==> config.mk <==
export PLATFORM = sky130hd
export DESIGN_NAME = length_id_record_parser_top
export DESIGN_NICKNAME = d
export VERILOG_FILES = /design/src/rtl/lirp_pkg.sv /design/src/rtl/lirp_parse.sv /design/src/rtl/lirp_outq.sv /design/src/rtl/length_id_record_parser_top.sv
export SDC_FILE = /design/constraint.sdc
export NUM_CORES = 1
export LEC_CHECK = 0
export BUFFER_PORTS_ARGS = -buffer_cell sky130_fd_sc_hd__buf_2
export CAP_MARGIN = 20
export CORE_ASPECT_RATIO = 1.5
export CORE_UTILIZATION = 38
export DETAILED_ROUTE_END_ITERATION = 7
export PLACE_DENSITY = 0.53
export SYNTH_ARGS = -nofsm -noshare
export SYNTH_HDL_FRONTEND = slang
export SYNTH_SLANG_ARGS = --single-unit
==> constraint.sdc <==
create_clock -name clk -period 10.67 [get_ports clk]
set_input_delay 1.067 -clock clk [delete_from_list [all_inputs] [get_ports clk]]
set_output_delay 1.067 -clock clk [all_outputs]
set_load 0.005 [all_outputs]
==> src/rtl/lirp_pkg.sv <==
// lirp_pkg: shared types and codes for the length/id record parser.
// No dependencies; used by every file under rtl/.
package lirp_pkg;

	// result kinds
	localparam logic KIND_RECORD = 1'b0;
	localparam logic KIND_STATUS = 1'b1;

	// packet status codes
	localparam logic [1:0] ST_OK        = 2'd0;
	localparam logic [1:0] ST_BAD_SIZE  = 2'd1;
	localparam logic [1:0] ST_BAD_ID    = 2'd2;
	localparam logic [1:0] ST_TRUNCATED = 2'd3;

	// input commands
	localparam logic CMD_START = 1'b0;
	localparam logic CMD_BYTE  = 1'b1;

	// record header length in bytes
	localparam int HDR_BYTES = 8;

	// result queue
	localparam int OUTQ_DEPTH = 4;
	localparam int OUTQ_AW    = 2;

	typedef struct packed {
		logic        kind;
		logic [1:0]  status;
		logic [7:0]  record_index;
		logic [15:0] data_offset;
		logic [15:0] data_length;
		logic [12:0] records_found;
		logic        last;
	} lirp_result_t;

endpackage

==> src/rtl/lirp_parse.sv <==
// lirp_parse: parser state and the combinational step logic for one transaction.
// Depends on lirp_pkg. Produces up to two results per step.
module lirp_parse #(
	parameter int LEN_BITS = 16,
	parameter int ID_BASE  = 0,
	parameter int ID_END   = 64
) (
	input  logic                  clk,
	input  logic                  arst_n,
	input  logic                  step_en,
	input  logic                  cmd,
	input  logic [15:0]           packet_length,
	input  logic [7:0]            data_byte,
	output logic [1:0]            res_cnt,
	output lirp_pkg::lirp_result_t res0,
	output lirp_pkg::lirp_result_t res1
);

	localparam logic [1:0] PH_IDLE   = 2'd0;
	localparam logic [1:0] PH_HEADER = 2'd1;
	localparam logic [1:0] PH_SKIP   = 2'd2;
	localparam logic [1:0] PH_DONE   = 2'd3;

	localparam logic [LEN_BITS-1:0] HDR_LEN = LEN_BITS'(lirp_pkg::HDR_BYTES);
	localparam logic [31:0]         HDR_W   = 32'(lirp_pkg::HDR_BYTES);
	localparam logic [31:0]         BASE_W  = 32'(ID_BASE);

	logic [1:0]          phase_q, ph_n;
	logic [2:0]          hdr_cnt_q, hdr_n;
	logic [31:0]         size_q, size_n;
	logic [31:0]         id_q, id_n;
	logic [LEN_BITS-1:0] remaining_q, rem_n;
	logic [LEN_BITS-1:0] position_q, pos_n;
	logic [LEN_BITS-1:0] skip_q, skip_n;
	logic [12:0]         rec_cnt_q, rec_n;
	logic [31:0]         dlen;
	logic [31:0]         idx_full;

	always_comb begin
		ph_n     = phase_q;
		hdr_n    = hdr_cnt_q;
		size_n   = size_q;
		id_n     = id_q;
		rem_n    = remaining_q;
		pos_n    = position_q;
		skip_n   = skip_q;
		rec_n    = rec_cnt_q;
		res_cnt  = 2'd0;
		res0     = '0;
		res1     = '0;
		dlen     = size_q - HDR_W;
		idx_full = '0;
		if (cmd == lirp_pkg::CMD_START) begin
			rem_n  = LEN_BITS'(packet_length);
			pos_n  = '0;
			hdr_n  = '0;
			size_n = '0;
			id_n   = '0;
			skip_n = '0;
			rec_n  = '0;
			ph_n   = PH_HEADER;
			if (rem_n < HDR_LEN) begin
				ph_n               = PH_DONE;
				res_cnt            = 2'd1;
				res0.kind          = lirp_pkg::KIND_STATUS;
				res0.status        = lirp_pkg::ST_TRUNCATED;
				res0.last          = 1'b1;
			end
		end else if (phase_q == PH_SKIP) begin
			pos_n  = position_q + 1'b1;
			skip_n = skip_q - 1'b1;
			if (skip_n == '0) begin
				hdr_n = '0;
				ph_n  = PH_HEADER;
			end
		end else if (phase_q == PH_HEADER) begin
			pos_n = position_q + 1'b1;
			if (!hdr_cnt_q[2]) begin
				// size bytes, little endian
				size_n = {data_byte, size_q[31:8]};
				hdr_n  = hdr_cnt_q + 1'b1;
				if (hdr_cnt_q == 3'd3 &&
				    (size_n[31] || size_n < HDR_W || size_n > 32'(remaining_q))) begin
					ph_n               = PH_DONE;
					res_cnt            = 2'd1;
					res0.kind          = lirp_pkg::KIND_STATUS;
					res0.status        = lirp_pkg::ST_BAD_SIZE;
					res0.records_found = rec_cnt_q;
					res0.last          = 1'b1;
				end
			end else begin
				id_n  = {data_byte, id_q[31:8]};
				hdr_n = hdr_cnt_q + 1'b1;
				if (hdr_cnt_q == 3'd7) begin
					if (!($signed(id_n) > ID_BASE && $signed(id_n) < ID_END)) begin
						ph_n               = PH_DONE;
						res_cnt            = 2'd1;
						res0.kind          = lirp_pkg::KIND_STATUS;
						res0.status        = lirp_pkg::ST_BAD_ID;
						res0.records_found = rec_cnt_q;
						res0.last          = 1'b1;
					end else begin
						idx_full           = id_n - BASE_W;
						rec_n              = rec_cnt_q + 1'b1;
						rem_n              = remaining_q - LEN_BITS'(size_q);
						res_cnt            = 2'd1;
						res0.kind          = lirp_pkg::KIND_RECORD;
						res0.status        = lirp_pkg::ST_OK;
						res0.record_index  = idx_full[7:0];
						res0.data_offset   = 16'(pos_n);
						res0.data_length   = dlen[15:0];
						res0.records_found = rec_n;
						res1.kind          = lirp_pkg::KIND_STATUS;
						res1.records_found = rec_n;
						res1.last          = 1'b1;
						if (rem_n == '0) begin
							ph_n        = PH_DONE;
							res_cnt     = 2'd2;
							res1.status = lirp_pkg::ST_OK;
						end else if (rem_n < HDR_LEN) begin
							ph_n        = PH_DONE;
							res_cnt     = 2'd2;
							res1.status = lirp_pkg::ST_TRUNCATED;
						end else begin
							res0.last = 1'b1;
							if (dlen != '0) begin
								skip_n = LEN_BITS'(dlen);
								ph_n   = PH_SKIP;
							end
						end
					end
				end
			end
		end
	end

	always_ff @(posedge clk or negedge arst_n) begin
		if (!arst_n) begin
			phase_q     <= PH_IDLE;
			hdr_cnt_q   <= '0;
			size_q      <= '0;
			id_q        <= '0;
			remaining_q <= '0;
			position_q  <= '0;
			skip_q      <= '0;
			rec_cnt_q   <= '0;
		end else if (step_en) begin
			phase_q     <= ph_n;
			hdr_cnt_q   <= hdr_n;
			size_q      <= size_n;
			id_q        <= id_n;
			remaining_q <= rem_n;
			position_q  <= pos_n;
			skip_q      <= skip_n;
			rec_cnt_q   <= rec_n;
		end
	end

`ifndef SYNTHESIS
	a_pair_order: assert property (@(posedge clk) disable iff (!arst_n)
		(step_en && res_cnt == 2'd2) |->
		(res0.kind == lirp_pkg::KIND_RECORD && !res0.last &&
		 res1.kind == lirp_pkg::KIND_STATUS && res1.last))
		else $error("two-result step not record then status");

	a_skip_nonzero: assert property (@(posedge clk) disable iff (!arst_n)
		(phase_q == PH_SKIP) |-> (skip_q != '0))
		else $error("skip phase with nothing left to skip");

	a_status_ends: assert property (@(posedge clk) disable iff (!arst_n)
		(step_en && res_cnt == 2'd1 && res0.kind == lirp_pkg::KIND_STATUS)
		|=> (phase_q == PH_DONE))
		else $error("status reported but packet not closed");
`endif

endmodule

==> src/rtl/lirp_outq.sv <==
// lirp_outq: four-entry result queue taking up to two results per cycle.
// Depends on lirp_pkg.
module lirp_outq (
	input  logic                   clk,
	input  logic                   arst_n,
	input  logic [1:0]             push_cnt,
	input  lirp_pkg::lirp_result_t push0,
	input  lirp_pkg::lirp_result_t push1,
	output logic                   room2,
	output logic                   out_valid,
	input  logic                   out_ready,
	output lirp_pkg::lirp_result_t head
);

	localparam int CW = lirp_pkg::OUTQ_AW + 1;

	lirp_pkg::lirp_result_t         mem_q [lirp_pkg::OUTQ_DEPTH];
	logic [lirp_pkg::OUTQ_AW-1:0]   wr_q, rd_q;
	logic [CW-1:0]                  count_q;
	logic                           pop;

	assign out_valid = (count_q != '0);
	assign pop       = out_valid && out_ready;
	assign head      = mem_q[rd_q];
	// room for a two-result step, independent of the receiver this cycle
	assign room2     = (count_q <= CW'(lirp_pkg::OUTQ_DEPTH - 2));

	always_ff @(posedge clk) begin
		if (push_cnt != 2'd0)
			mem_q[wr_q] <= push0;
		if (push_cnt == 2'd2)
			mem_q[wr_q + 1'b1] <= push1;
	end

	always_ff @(posedge clk or negedge arst_n) begin
		if (!arst_n) begin
			wr_q    <= '0;
			rd_q    <= '0;
			count_q <= '0;
		end else begin
			wr_q    <= wr_q + push_cnt;
			rd_q    <= rd_q + {1'b0, pop};
			count_q <= count_q + CW'(push_cnt) - CW'(pop);
		end
	end

`ifndef SYNTHESIS
	a_no_overflow: assert property (@(posedge clk) disable iff (!arst_n)
		(push_cnt != 2'd0) |-> room2)
		else $error("result queue pushed without room");

	a_pop_drains: assert property (@(posedge clk) disable iff (!arst_n)
		(pop && push_cnt == 2'd0) |=> (count_q == $past(count_q) - 1'b1))
		else $error("result queue count not reduced on pop");
`endif

endmodule

==> src/rtl/length_id_record_parser_top.sv <==
// length_id_record_parser_top: top level of the chained record parser.
// Depends on lirp_pkg, lirp_parse and lirp_outq.
//
// Usage:
//  - Input channel (in_valid/in_ready): a transaction with cmd = start loads
//    packet_length; cmd = byte feeds one packet byte in data_byte.
//  - Output channel (out_valid/out_ready): one result per transaction, either
//    a record (id index, data offset, data length) or a final packet status.
//  - Timing: an accepted input transaction is held in the input register; the
//    step then writes its results into the result queue once the queue has
//    room for two, and the output is presented from the queue.
//  - Throughput: one input transaction per cycle while the queue has room.
//    The step logic sits between the input register and a four-entry
//    result queue; a record plus a final status takes two output transactions.
//  - A stalled receiver fills the result queue; the held transaction waits
//    and in_ready drops once fewer than two free entries remain. in_ready
//    never depends on out_ready in the same cycle.
//  - Reset (arst_n low) empties the queue and returns the parser to idle:
//    bytes are ignored until a start transaction arrives.
module length_id_record_parser_top #(
	parameter int LEN_BITS = 16,
	parameter int ID_BASE  = 0,
	parameter int ID_END   = 64
) (
	input  logic        clk,
	input  logic        arst_n,
	input  logic        in_valid,
	output logic        in_ready,
	input  logic        cmd,
	input  logic [15:0] packet_length,
	input  logic [7:0]  data_byte,
	output logic        out_valid,
	input  logic        out_ready,
	output logic        kind,
	output logic [1:0]  status,
	output logic [7:0]  record_index,
	output logic [15:0] data_offset,
	output logic [15:0] data_length,
	output logic [12:0] records_found,
	output logic        last
);

	// input register stage
	logic        vld_s1;
	logic        cmd_s1;
	logic [15:0] len_s1;
	logic [7:0]  byte_s1;

	logic                   room2;
	logic                   step_en;
	logic [1:0]             res_cnt;
	logic [1:0]             push_cnt;
	lirp_pkg::lirp_result_t res0, res1, head;

	// the held transaction steps the parser when the queue can take two results
	assign step_en  = vld_s1 && room2;
	assign in_ready = !vld_s1 || room2;
	assign push_cnt = step_en ? res_cnt : 2'd0;

	always_ff @(posedge clk or negedge arst_n) begin
		if (!arst_n) begin
			vld_s1 <= 1'b0;
		end else if (in_ready) begin
			vld_s1 <= in_valid;
		end
	end

	// payload needs no reset
	always_ff @(posedge clk) begin
		if (in_valid && in_ready) begin
			cmd_s1  <= cmd;
			len_s1  <= packet_length;
			byte_s1 <= data_byte;
		end
	end

	lirp_parse #(
		.LEN_BITS (LEN_BITS),
		.ID_BASE  (ID_BASE),
		.ID_END   (ID_END)
	) u_parse (
		.clk           (clk),
		.arst_n        (arst_n),
		.step_en       (step_en),
		.cmd           (cmd_s1),
		.packet_length (len_s1),
		.data_byte     (byte_s1),
		.res_cnt       (res_cnt),
		.res0          (res0),
		.res1          (res1)
	);

	lirp_outq u_outq (
		.clk       (clk),
		.arst_n    (arst_n),
		.push_cnt  (push_cnt),
		.push0     (res0),
		.push1     (res1),
		.room2     (room2),
		.out_valid (out_valid),
		.out_ready (out_ready),
		.head      (head)
	);

	assign kind          = head.kind;
	assign status        = head.status;
	assign record_index  = head.record_index;
	assign data_offset   = head.data_offset;
	assign data_length   = head.data_length;
	assign records_found = head.records_found;
	assign last          = head.last;

endmodule

==> metrics.md, run 1 <==
| Metric | Value |
|---|---|
| P&R area growth vs syn | 12.9% |
| IO buf count | 87 |
| CP arrival | 5720 ps |
| RR Endpoint | u_outq.mem_q[0][55] |
| Number of global-route vias before repair | 16.2k |
| YS warnings | 0 |
| Area occupied by multi-input gates | 0.00946 sq mm |
| Count of different cell masters after synthesis | 81 |
| Place WS | 5260 ps |
| PwrDens | 257 mW/mm^2 |
| Total design power | 5630 uW |
| DR iter-0 viols | 1,078 |
| Wire length per cell | 21.9 microns |
| VDD IR max | 0.000137 V |
| Synth Area in Compound Gates | 16.1% |
| Critical path's top delay family | simple AND/OR/NAND/NOR gates |
| Synth area leader | dfrtp_1 |
| Adder-Cell Fraction of Synth Area | 3.11% |
| Post-DP HPWL | 41,100 microns |
| GRT Overall Usage | 23.7% |
| Post-synthesis cell count | 2,090 |
| Required @ worst endpoint | 10,860 ps |
| Largest net degree at the start of global routing | 75 |
| Syn avg cell area | 9.29 sq um |
| Antenna cell count | 0 |
| Register bit total from synthesis | 383 |
| TritonCTS clock tree | built |
| Worst setup margin | 5140 ps |
| Detail Route Antenna Nets | 0 |
| CTS sink cnt | 383 |
| Synth area leaders | dfrtp_1 (17%), dfxtp_1 (17%), edfxtp_1 (14%) |
| XOR/XNOR Fraction of Synth Area | 2.08% |
| Postcts setup bufs | 0 |
| Setup CP Type | reg2reg |
| Slew margin rel. | 26.5% |
| Hold Buf Count CTS | 0 |
| Number of synthesized flops with an enable pin | 93 |
| Critical Path Start Type | flop |
| Async S/R FF share, synth | 33.9% |
| Initial antenna violation count | 0 |
| Die H | 279 microns |
| WHS Endpoint | u_outq.mem_q[3][32] |
| DP Area | 0.0205 sq mm |
| Total wire length | 61,600 microns |
| Minimum clock period | 5530 ps |
| Die area | 0.0520 sq mm |
| Clock H-tree levels | 2 |
| Main synth FF type | dfxtp_1 |
| Commonest cells in the synthesized netlist | nand2_1 (423), a21oi_1 (204), dfxtp_1 (160) |
| Grt ovf | 0 |
| DRT Pass-1 Iters | 5 |
| Leak | 0.00814 uW |
| Final period util | 51.8% |
| Reg clk slew, reported paths | 60 ps |
| Clk buf depth | 3 |
| Final Cell Area | 0.0219 sq mm |
| Clock Latency Late Sink | 570 ps |
| Top-count cell post-synth | nand2_1 |
| Fillcell total | 4,966 |
| Post-layout util | 43.4% |
| HP Start | u_outq.mem_q[3][32] |
| Multiplexer share of the synthesized area | 7.79% |
| # DRC | 0 |
| Crit-path slowest cell | nand2_1 |
| Via density | 5.71 |
| Post-synth net total | 2,166 |
| Register area | 0.00925 sq mm |
| Max-slew violations | 0 |
| Worst Hold Path Cells | 2 |
| Global-route wire length before repair | 95,800 microns |
| Placer congestion estimate | 0.869 |
| WP buf/inv | 1 |
| Vias | 16.1k |
| CORE AREA | 0.0505 sq mm |
| RSZ-0062 raised after global routing | false |
| Hold Path Class | reg2reg |
| Largest family of logic cells by synthesized area | simple AND/OR/NAND/NOR gates |
| Setup crit end kind | flop |
| Clock root cell | clkbuf_16 |
| Die Wd | 187 microns |
| Hold Vio Cnt, Final | 0 |
| Max Cap Violations | 0 |
| Top Ports | 88 |
| Starting Density | 38.4% |
| Final setup fails | 0 |
| Nets | 2,194 |
| Slowest stage delay, CP | 830 ps |
| Status | completed |
| Worst r2r src | u_parse.size_q[2] |
| CTS buffer count | 40 |
| Worst slew pin tran | 1090 ps |
| Post-synthesis sequential area ratio | 47.6% |
| CTS resizes | 0 |
| Critical-path maximum fanout | 20 |
| Clk_skew | 30.6 ps |
| Synth top area share | 16.8% |
| Highest clock rate | 181 MHz |
| Cells along the critical path | inv_1 -> ha_1 -> or2_2 -> o21ai_1 -> a211oi_1 -> or3_1 -> a211oi_1 -> nand4_1 -> nor3_2 -> nand2_1 -> nand2_1 |
| Simple-gate portion of the synthesized area | 19.3% |
| Setup_tns | 0 ps |
| Core Rows | 101 |
| Reg-to-reg setup timing slack | 5140 ps |
| Mapped Area | 0.0194 sq mm |
| Worst Reg2Reg Path Length in Cells | 11 |
| Layout cells sized above 1 | 13.6% |
-- cell type report --
cell class / instances / area share (%)
clock inverters: 9 / 0.896
clock buffers: 64 / 5.39
repair buffers: 125 / 3.53
multi-input cells: 1510 / 43.1
inverters: 58 / 0.993
well taps: 669 / 3.82
flip-flops and latches: 383 / 42.2
-- per-layer routing --
layer	GRT usage, %	part of all wire [%]	up-vias	routed length [microns]
met5	0	0	-	0
met4	11.8	4.9	0	3010
met3	2.38	4.0	151	2470
met2	42.9	52	506	31900
met1	27.7	39	7867	24300
li1	-	-	7559	-
-- report_power, final --
| part | internal (uW) | switching (uW) |
|---|---|---|
| sequential | 1660 | 211 |
| combinational | 835 | 1450 |
| clock | 864 | 609 |
| total | 3360 | 2270 |
-- sequential cells by signal (all words and copies together), names as in the netlist --
signal / cells
u_parse.id_q: 24
u_parse.position_q: 16
u_outq.rd_q: 2
u_parse.size_q: 32
u_parse.remaining_q: 16
cmd_s1: 1
u_parse.phase_q: 2
u_parse.rec_cnt_q: 13
len_s1: 16
u_outq.count_q: 3
u_outq.mem_q: 228
u_parse.skip_q: 16
u_outq.wr_q: 2
byte_s1: 8
u_parse.hdr_cnt_q: 3
vld_s1: 1
-- tightest hold or removal path, cell delays in order, from the launching register on --
cell and delay [ps]:
dfxtp_1 310, nand2_1 50, a21oi_1 50
-- cell usage in the layout (no fill, tap or decap), drive strengths merged, types with 17 or more instances in the layout --
cell and count:
ha 45, nor2 130, mux4 57, inv 57
nand3 74, a22o 45, a21oi 205, edfxtp 93
o21ai 114, dfrtp 130, buf 125, nor3 37
dfxtp 160, xnor2 29, clkbuf 64, nor4 32
nand2 423, o22ai 35, xor2 17
-- through the flow --
step / std cells / hold WS, ps
after CTS: 2816 / 452
after detailed placement: 2743 / 443
final: 2818 / 448
after global routing: 2818 / 467
after floorplan: 2090 / 424
after global placement: 2742 / 434
-- how the worst max path moves through the flow --
| stage | startpoint | to | slack (ps) | depth (start not counted) |
|---|---|---|---|---|
| global placement | u_parse.size_q[2] | u_outq.mem_q[0][54] | 5480 | 11 |
| global route | u_parse.size_q[2] | u_outq.mem_q[0][3] | 4850 | 11 |
| detailed placement | u_parse.size_q[2] | u_outq.mem_q[0][55] | 5260 | 11 |
| floorplan | u_parse.size_q[5] | u_outq.count_q[2] | 6740 | 17 |
| finish | u_parse.size_q[2] | u_outq.mem_q[0][55] | 5140 | 11 |
| CTS | u_parse.size_q[2] | u_outq.mem_q[0][55] | 5230 | 11 |
-- logic make-up after synthesis --
family	after synthesis
xor gates and xnor gates	46
buffers and inverters	197
and+or+nand+nor	827
adders and majority gates	47
DFF	383
muxes	79
AOI/OAI and AO/OA	511
Note: power is estimated with default switching activity, not from simulation.
==> inputs of run 2 (changes only) <==
ABC_AREA = 1   (was not set)
clock period = 5.45 ns   (was 10.67 ns; I/O delays follow)
==> run 2 against run 1 <==
The run now ends with design-rule violations left. Power grew 140%. Critical path depth rose by 1. Setup slack worse by 4100 ps. Global-route usage is 1.7 points higher. Routed wire length increased by 13%. Register-to-register slack got worse by 4100 ps.
==> metrics.md, run 2 <==
| Metric | Value |
|---|---|
| Largest family of logic cells by synthesized area | simple AND/OR/NAND/NOR gates |
| Minimum clock period | 4410 ps (-1120 ps) |
| Clock root cell | clkbuf_16 |
| Max Cap Violations | 0 (unchanged) |
| RSZ-0062 raised after global routing | false |
| Failing checks | design-rule violations |
| Critical path's top delay family | simple AND/OR/NAND/NOR gates |
| Layout cells sized above 1 | 7.45% (-6.1 points) |
| Final period util | 80.9% (+29 points) |
| Grt ovf | 0 (unchanged) |
| Largest net degree at the start of global routing | 191 (+150%) |
| Postcts setup bufs | 0 (unchanged) |
| GRT Overall Usage | 25.4% (+1.7 points) |
| Post-synthesis sequential area ratio | 44.6% (-3.0 points) |
| Initial antenna violation count | 0 (unchanged) |
| Via density | 5.39 (-5.6%) |
| VDD IR max | 0.000317 V (+130%) |
| CTS resizes | 0 (unchanged) |
| Highest clock rate | 227 MHz (+25%) |
| Critical-path maximum fanout | 21 (+5.0%) |
| Crit-path slowest cell | nand2_1 |
| Clock H-tree levels | 2 (unchanged) |
| CTS buffer count | 43 (+7.5%) |
| CORE AREA | 0.0537 sq mm (+6.3%) |
| Starting Density | 38.6% (+0.16 points) |
| Max reg flops | 228 (unchanged) |
| Hold Path Class | in2async |
| WP buf/inv | 2 (+1) |
| Main synth FF type | dfxtp_1 |
| Reg clk slew, reported paths | 60 ps (about the same) |
| P&R area growth vs syn | 12.1% |
| CP arrival | 4870 ps (-850 ps) |
| Final setup fails | 0 (unchanged) |
| Register bit total from synthesis | 383 (unchanged) |
| Top Registers | u_outq.mem_q: 228 flops, u_parse.size_q: 32 flops, u_parse.id_q: 24 flops |
| Nets | 2,943 (+34%) |
| Synth Area in Compound Gates | 14.7% (-1.4 points) |
| Required @ worst endpoint | 5910 ps (-4950 ps) |
| Total wire length | 69,900 microns (+13%) |
| Synth area leader | dfrtp_1 |
| TritonCTS clock tree | built |
| Vias | 19.3k (+20%) |
| XOR/XNOR Fraction of Synth Area | 2.24% (+0.16 points) |
| Global-route wire length before repair | 108,000 microns (+13%) |
| Clk buf depth | 3 (unchanged) |
| Antenna cell count | 0 (unchanged) |
| DRT Pass-1 Iters | 7 (+2) |
| Die H | 288 microns (+3.3%) |
| Multiplexer share of the synthesized area | 0% (-7.8 points) |
| Clk_skew | 32.1 ps (+1.49 ps) |
| Most frequent cells in the layout | nand2_1 (614), nor2_1 (489), inv_1 (260) |
| Synth top area share | 15.7% (-1.1 points) |
| Top-count cell post-synth | nand2_1 |
| Detail Route Antenna Nets | 0 (unchanged) |
| Critical Path Start Type | flop |
| Post-DP HPWL | 47,200 microns (+15%) |
| Adder-Cell Fraction of Synth Area | 2.91% (-0.20 points) |
| Async S/R FF share, synth | 33.9% (unchanged) |
| Post-synth net total | 2,931 (+35%) |
| Top Ports | 88 (unchanged) |
| Count of different cell masters after synthesis | 49 (-40%) |
| PwrDens | 589 mW/mm^2 (+130%) |
| Total design power | 13,700 uW (+140%) |
| Mapped Area | 0.0207 sq mm (+6.7%) |
| Wire length per cell | 19.5 microns (-11%) |
| Number of synthesized flops with an enable pin | 93 (unchanged) |
| Slew margin rel. | 27.1% (+0.65 points) |
| Commonest non-fill, non-tap cell in the layout | nand2_1 |
| Commonest cells in the synthesized netlist | nand2_1 (614), nor2_1 (492), inv_1 (263) |
| CTS sink cnt | 383 (unchanged) |
| Crit-path most repeated cell | nor2_1 |
| Slowest stage delay, CP | 630 ps (-200 ps) |
| Cells along the critical path | nor2_1 -> nand4_1 -> nor2_1 -> nand4_1 -> nor2_1 -> inv_1 -> nor2_2 -> buf_4 -> nand2_1 -> nor3_2 -> nand2_1 -> and3_1 |
| Post-synthesis cell count | 2,855 (+37%) |
| Synth area leaders | dfrtp_1 (16%), dfxtp_1 (15%), edfxtp_1 (13%) |
| Leak | 0.0109 uW (+34%) |
| Number of global-route vias before repair | 18.7k (+15%) |
| IO buf count | 87 (unchanged) |
| Core Rows | 104 (+3.0%) |
| Syn avg cell area | 7.26 sq um (-22%) |
| # DRC | 15 (+15) |
| Die Wd | 193 microns (+3.3%) |
| Setup_tns | 0 ps (unchanged) |
| Die area | 0.0555 sq mm (+6.7%) |
| Simple-gate portion of the synthesized area | 27.5% (+8.3 points) |
| Largest Register | u_outq.mem_q |
| Placer congestion estimate | 0.901 (+3.6%) |
| Fillcell total | 5,598 (+13%) |
| Clock Latency Late Sink | 580 ps (about the same) |
| Max-slew violations | 0 (unchanged) |
| Setup CP Type | reg2reg |
| Hold Buf Count CTS | 0 (unchanged) |
| Setup crit end kind | flop |
| DR iter-0 viols | 1,335 (+24%) |
| Worst slew pin tran | 1090 ps (-2.75 ps) |
| YS warnings | 0 (unchanged) |
| Status | finished, violations left |
| Hold Vio Cnt, Final | 0 (unchanged) |
-- run 2: final cells by class --
cell class | count | area, sq um | area share [%]
Sequential cell | 383 | 9250 | 39.8
Inverter | 272 | 1020 | 4.40
Tap cell | 689 | 862 | 3.71
Multi-Input combinational cell | 2047 | 9850 | 42.4
Clock buffer | 58 | 1240 | 5.35
Timing Repair Buffer | 120 | 714 | 3.08
Clock inverter | 21 | 279 | 1.20
-- run 2: where the power goes --
group / internal, uW / switching, uW
combinational: 2080 / 4420
clock: 1890 / 1270
sequential: 3490 / 531
-- run 2: worst paths after layout --
path | start | end | slack [ps] | depth (start not counted)
max in group asynchronous | arst_n | u_outq.rd_q[0] | 4450 | 2
min in group clk | packet_length[9] | len_s1[9] | 150 | 1
setup / recovery | byte_s1[7] | u_outq.mem_q[0][52] | 1040 | 12
hold / removal | arst_n | u_parse.id_q[22] | 40 | 1
setup reg to reg | byte_s1[7] | u_outq.mem_q[0][52] | 1040 | 12
hold reg to reg | u_outq.mem_q[3][48] | u_outq.mem_q[3][48] | 470 | 2
-- run 2: layer usage --
layer	up-vias	wire length, microns	GRT usage, %
met5	-	0	0
li1	9445	-	-
met4	0	2460	9.43
met2	585	35100	44.9
met1	9186	28800	31.1
met3	133	3640	3.02
-- run 2: cell families after synthesis --
group / after synthesis
compound gates: 556
xor+xnor: 53
fa+ha+maj: 47
buf+inv: 425
flops: 383
simple gates: 1391
-- run 2: worst reg2reg max path: stages, from the launching register on --
cell and delay (ps):
edfxtp_1 420, nor2_1 120, nand4_1 260, nor2_1 190, nand4_1 340, nor2_1 540, inv_1 500, nor2_2 190
buf_4 290, nand2_1 130, nor3_2 260, nand2_1 630, and3_1 460
-- run 2: through the flow --
| stage | cells | setup WS (ps) | util, % | hold slack (ps) | cell area, sq um |
|---|---|---|---|---|---|
| 6_report | 3590 | 1040 | 43.2 | 38.6 | 23200 |
| 5_1_grt | 3590 | 710 | 43.2 | 77.6 | 23200 |
| 4_1_cts | 3590 | 999 | 43.2 | 49.0 | 23200 |
| 3_5_place_dp | 3511 | 1010 | 40.4 | 457 | 21700 |
| 3_3_place_gp | 3511 | 1030 | 40.4 | 449 | 21700 |
| 2_1_floorplan | 2855 | 2030 | - | 249 | 20700 |
==> inputs of run 3 (changes only) <==
PLACE_DENSITY = 0.55   (was 0.53)
clock period = 3.6 ns   (was 5.45 ns; I/O delays follow)
==> run 3 against run 2 <==
The flow still finishes with violations (design-rule violations). Cell area is 4.2% higher. Clock skew is 9.0 ps lower. Utilization is 1.8 points higher. First-iteration DRC count is 2.4% higher. Critical path depth is 9 higher. Register-to-register slack worse by 770 ps. Sequential power is 48% higher. Global-route usage is 0.41 points higher. Routed wire length is 2.3% higher. Count of clock-buffer cells in the layout is 10 higher. Sequential share of layout area is 1.6 points lower. Critical path type unchanged. Critical endpoint is now u_outq.count_q[2].
==> metrics.md, run 3 (synthesis results as in run 2) <==
| Metric | Value |
|---|---|
| Highest clock rate | 301 MHz (+33%) |
| Final period util | 92.4% (+11 points) |
| Clock H-tree levels | 2 (unchanged) |
| CP arrival | 3780 ps (-1090 ps) |
| P&R area growth vs syn | 16.8% |
| Smallest hold slack | 419 ps (+380 ps) |
| Detail Route Antenna Nets | 0 (unchanged) |
| Number of global-route vias before repair | 19.3k (+3.4%) |
| IO buf count | 87 (unchanged) |
| Initial antenna violation count | 0 (unchanged) |
| Hold Path Class | in2reg |
| Clk buf depth | 3 (unchanged) |
| Top Registers | u_outq.mem_q: 228 flops, u_parse.size_q: 32 flops, u_parse.id_q: 24 flops |
| Post-DP HPWL | 49,300 microns (+4.5%) |
| Hold Vio Cnt, Final | 0 (unchanged) |
| Critical Path Start Type | flop |
| Clock power frac | 20.7% (-2.4 points) |
| Antenna cell count | 0 (unchanged) |
| Minimum clock period | 3330 ps (-1080 ps) |
| DRT Pass-1 Iters | 7 (unchanged) |
| Starting Density | 38.6% (unchanged) |
| Slew margin rel. | 38.0% (+11 points) |
| Switch share | 46.1% (+0.61 points) |
| Final setup fails | 0 (unchanged) |
| Total design power | 20,800 uW (+52%) |
| CTS buffer count | 42 (-2.3%) |
| Commonest non-fill, non-tap cell in the layout | nand2_1 |
| Internal power | 11,200 uW (+50%) |
| Largest net degree at the start of global routing | 88 (-54%) |
| Top Ports | 88 (unchanged) |
| Core Rows | 104 (unchanged) |
| Die H | 288 microns (unchanged) |
| PwrDens | 859 mW/mm^2 (+46%) |
| Via density | 5.38 (-0.26%) |
| Max-slew violations | 0 (unchanged) |
| Total wire length | 71,500 microns (+2.3%) |
| Placed cell count | 3,586 (+2.1%) |
| Most frequent cells in the layout | nand2_1 (613), nor2_1 (486), inv_1 (258) |
| Largest Register | u_outq.mem_q |
| Required @ worst endpoint | 4060 ps (-1850 ps) |
| Worst slew pin tran | 930 ps (-160 ps) |
| Leak | 0.0114 uW (+4.5%) |
| Die area | 0.0555 sq mm (unchanged) |
| Clock root cell | clkbuf_16 |
| DR iter-0 viols | 1,367 (+2.4%) |
| Share of power burned in registers | 28.6% (-0.8 points) |
| Setup crit end kind | flop |
| Comb power frac | 50.6% (+3.1 points) |
| Layout Cells excl Fill | 3,696 (+3.0%) |
| Clk_skew | 23.1 ps (-8.98 ps) |
| Critical-path maximum fanout | 4 (-81%) |
| Grt ovf | 0 (unchanged) |
| Failing checks | design-rule violations |
| Setup CP Type | reg2reg |
| Clock Latency Late Sink | 580 ps (about the same) |
| Global-route wire length before repair | 110,000 microns (+1.8%) |
| GRT Overall Usage | 25.8% (+0.41 points) |
| CORE AREA | 0.0537 sq mm (unchanged) |
| Die Wd | 193 microns (unchanged) |
| TritonCTS clock tree | built |
| Max reg flops | 228 (unchanged) |
| VDD IR max | 0.000546 V (+72%) |
| Placer congestion estimate | 0.922 (+2.4%) |
| Vias | 19.9k (+2.7%) |
| CTS sink cnt | 383 (unchanged) |
| Layout cells sized above 1 | 9.81% (+2.4 points) |
| P_sw | 9580 uW (+54%) |
| # DRC | 20 (+5) |
| Max Cap Violations | 0 (unchanged) |
| Reg clk slew, reported paths | 60 ps (about the same) |
| Nets | 3,050 (+3.6%) |
| Status | finished, violations left |
| Wire length per cell | 19.4 microns (-0.64%) |
==> run 3: changes by cell type in the layout (fill, tap and decap cells not counted), sizes merged <==
| cell | delta |
|---|---|
| bufinv | -6 |
| clkinv | -5 |
| clkinvlp | +1 |
| buf | +79 |
| inv | -1 |
| dlygate4sd3 | +27 |
| clkbuf | +11 |
==> run 3: final timing paths <==
| path | start | endpoint | slack [ps] | cells past startpoint |
|---|---|---|---|---|
| max in group asynchronous | arst_n | u_outq.rd_q[0] | 2410 | 2 |
| max reg2reg | u_parse.size_q[4] | u_outq.count_q[2] | 270 | 21 |
| min | out_ready | u_outq.rd_q[0] | 420 | 3 |
| min reg2reg | u_outq.mem_q[3][31] | u_outq.mem_q[3][31] | 470 | 2 |
| max | u_parse.size_q[4] | u_outq.count_q[2] | 270 | 21 |
| min in group asynchronous | arst_n | u_parse.size_q[27] | 440 | 2 |
==> run 3: cell type report <==
type / count / area [sq um]
Sequential cell: 383 / 9250
Timing Repair inverter: 1 / 7.51
Timing Repair Buffer: 227 / 1820
Tap cell: 689 / 862
Multi-Input combinational cell: 2047 / 9890
Inverter: 272 / 1030
Clock inverter: 9 / 67.6
Fill cell: 5514 / 29500
Clock buffer: 68 / 1280
==> run 3: repair_timing <==
item | 4_1_cts | 5_1_grt
buffers inserted | 0 | 4
hold endpoints to repair | 112 | 0
resized for setup | 0 | 19
setup endpoints to repair | 0 | 271
hold buffers | 27 | 0
==> run 3: power by group through the flow <==
stage	Combinational, uW	Clock [uW]	Sequential (uW)
floorplan	6790	0	5810
detailed placement	10400	0	6020
global placement	10400	0	6000
CTS	10500	4410	5950
finish	10500	4310	5960
global route	11800	4570	6050
==> run 3: worst max-delay path, cell delays in order, from the launching register on <==
cell and delay (ps):
dfrtp_1 390, inv_1 140, ha_1 320, nand2_1 100, nand2_1 150, a21oi_2 220
nand2_1 100, nand3_1 130, nand2_1 80, nand2_1 60, nand2_1 90, nor2_4 130
nand3_4 110, nand2_1 80, nand2_1 50, nand2_1 50, nand2_1 90, nand2_4 110
inv_1 70, ha_1 210, fa_1 380, xnor2_1 140
==> run 3: routing by layer <==
layer  global-route usage [%]  part of all wire (%)  vias to the layer above
li1                         -                     -                     9658
met2                     46.4                    51                      550
met1                     31.3                    41                     9529
met4                     8.96                   3.3                        0
met5                        0                     0                        -
met3                     2.90                   4.5                      131
==> run 3: metrics by stage <==
stage / worst slack, ps / TNS (ps) / utilization, % / area (sq um)
2_1_floorplan: 182 / 0 / - / 20700
3_3_place_gp: 94.6 / 0 / 41.8 / 22500
3_5_place_dp: 49.0 / 0 / 41.8 / 22500
4_1_cts: 36.0 / 0 / 44.8 / 24100
5_1_grt: -3.87 / -3.87 / 45.0 / 24200
6_report: 273 / 0 / 45.0 / 24200
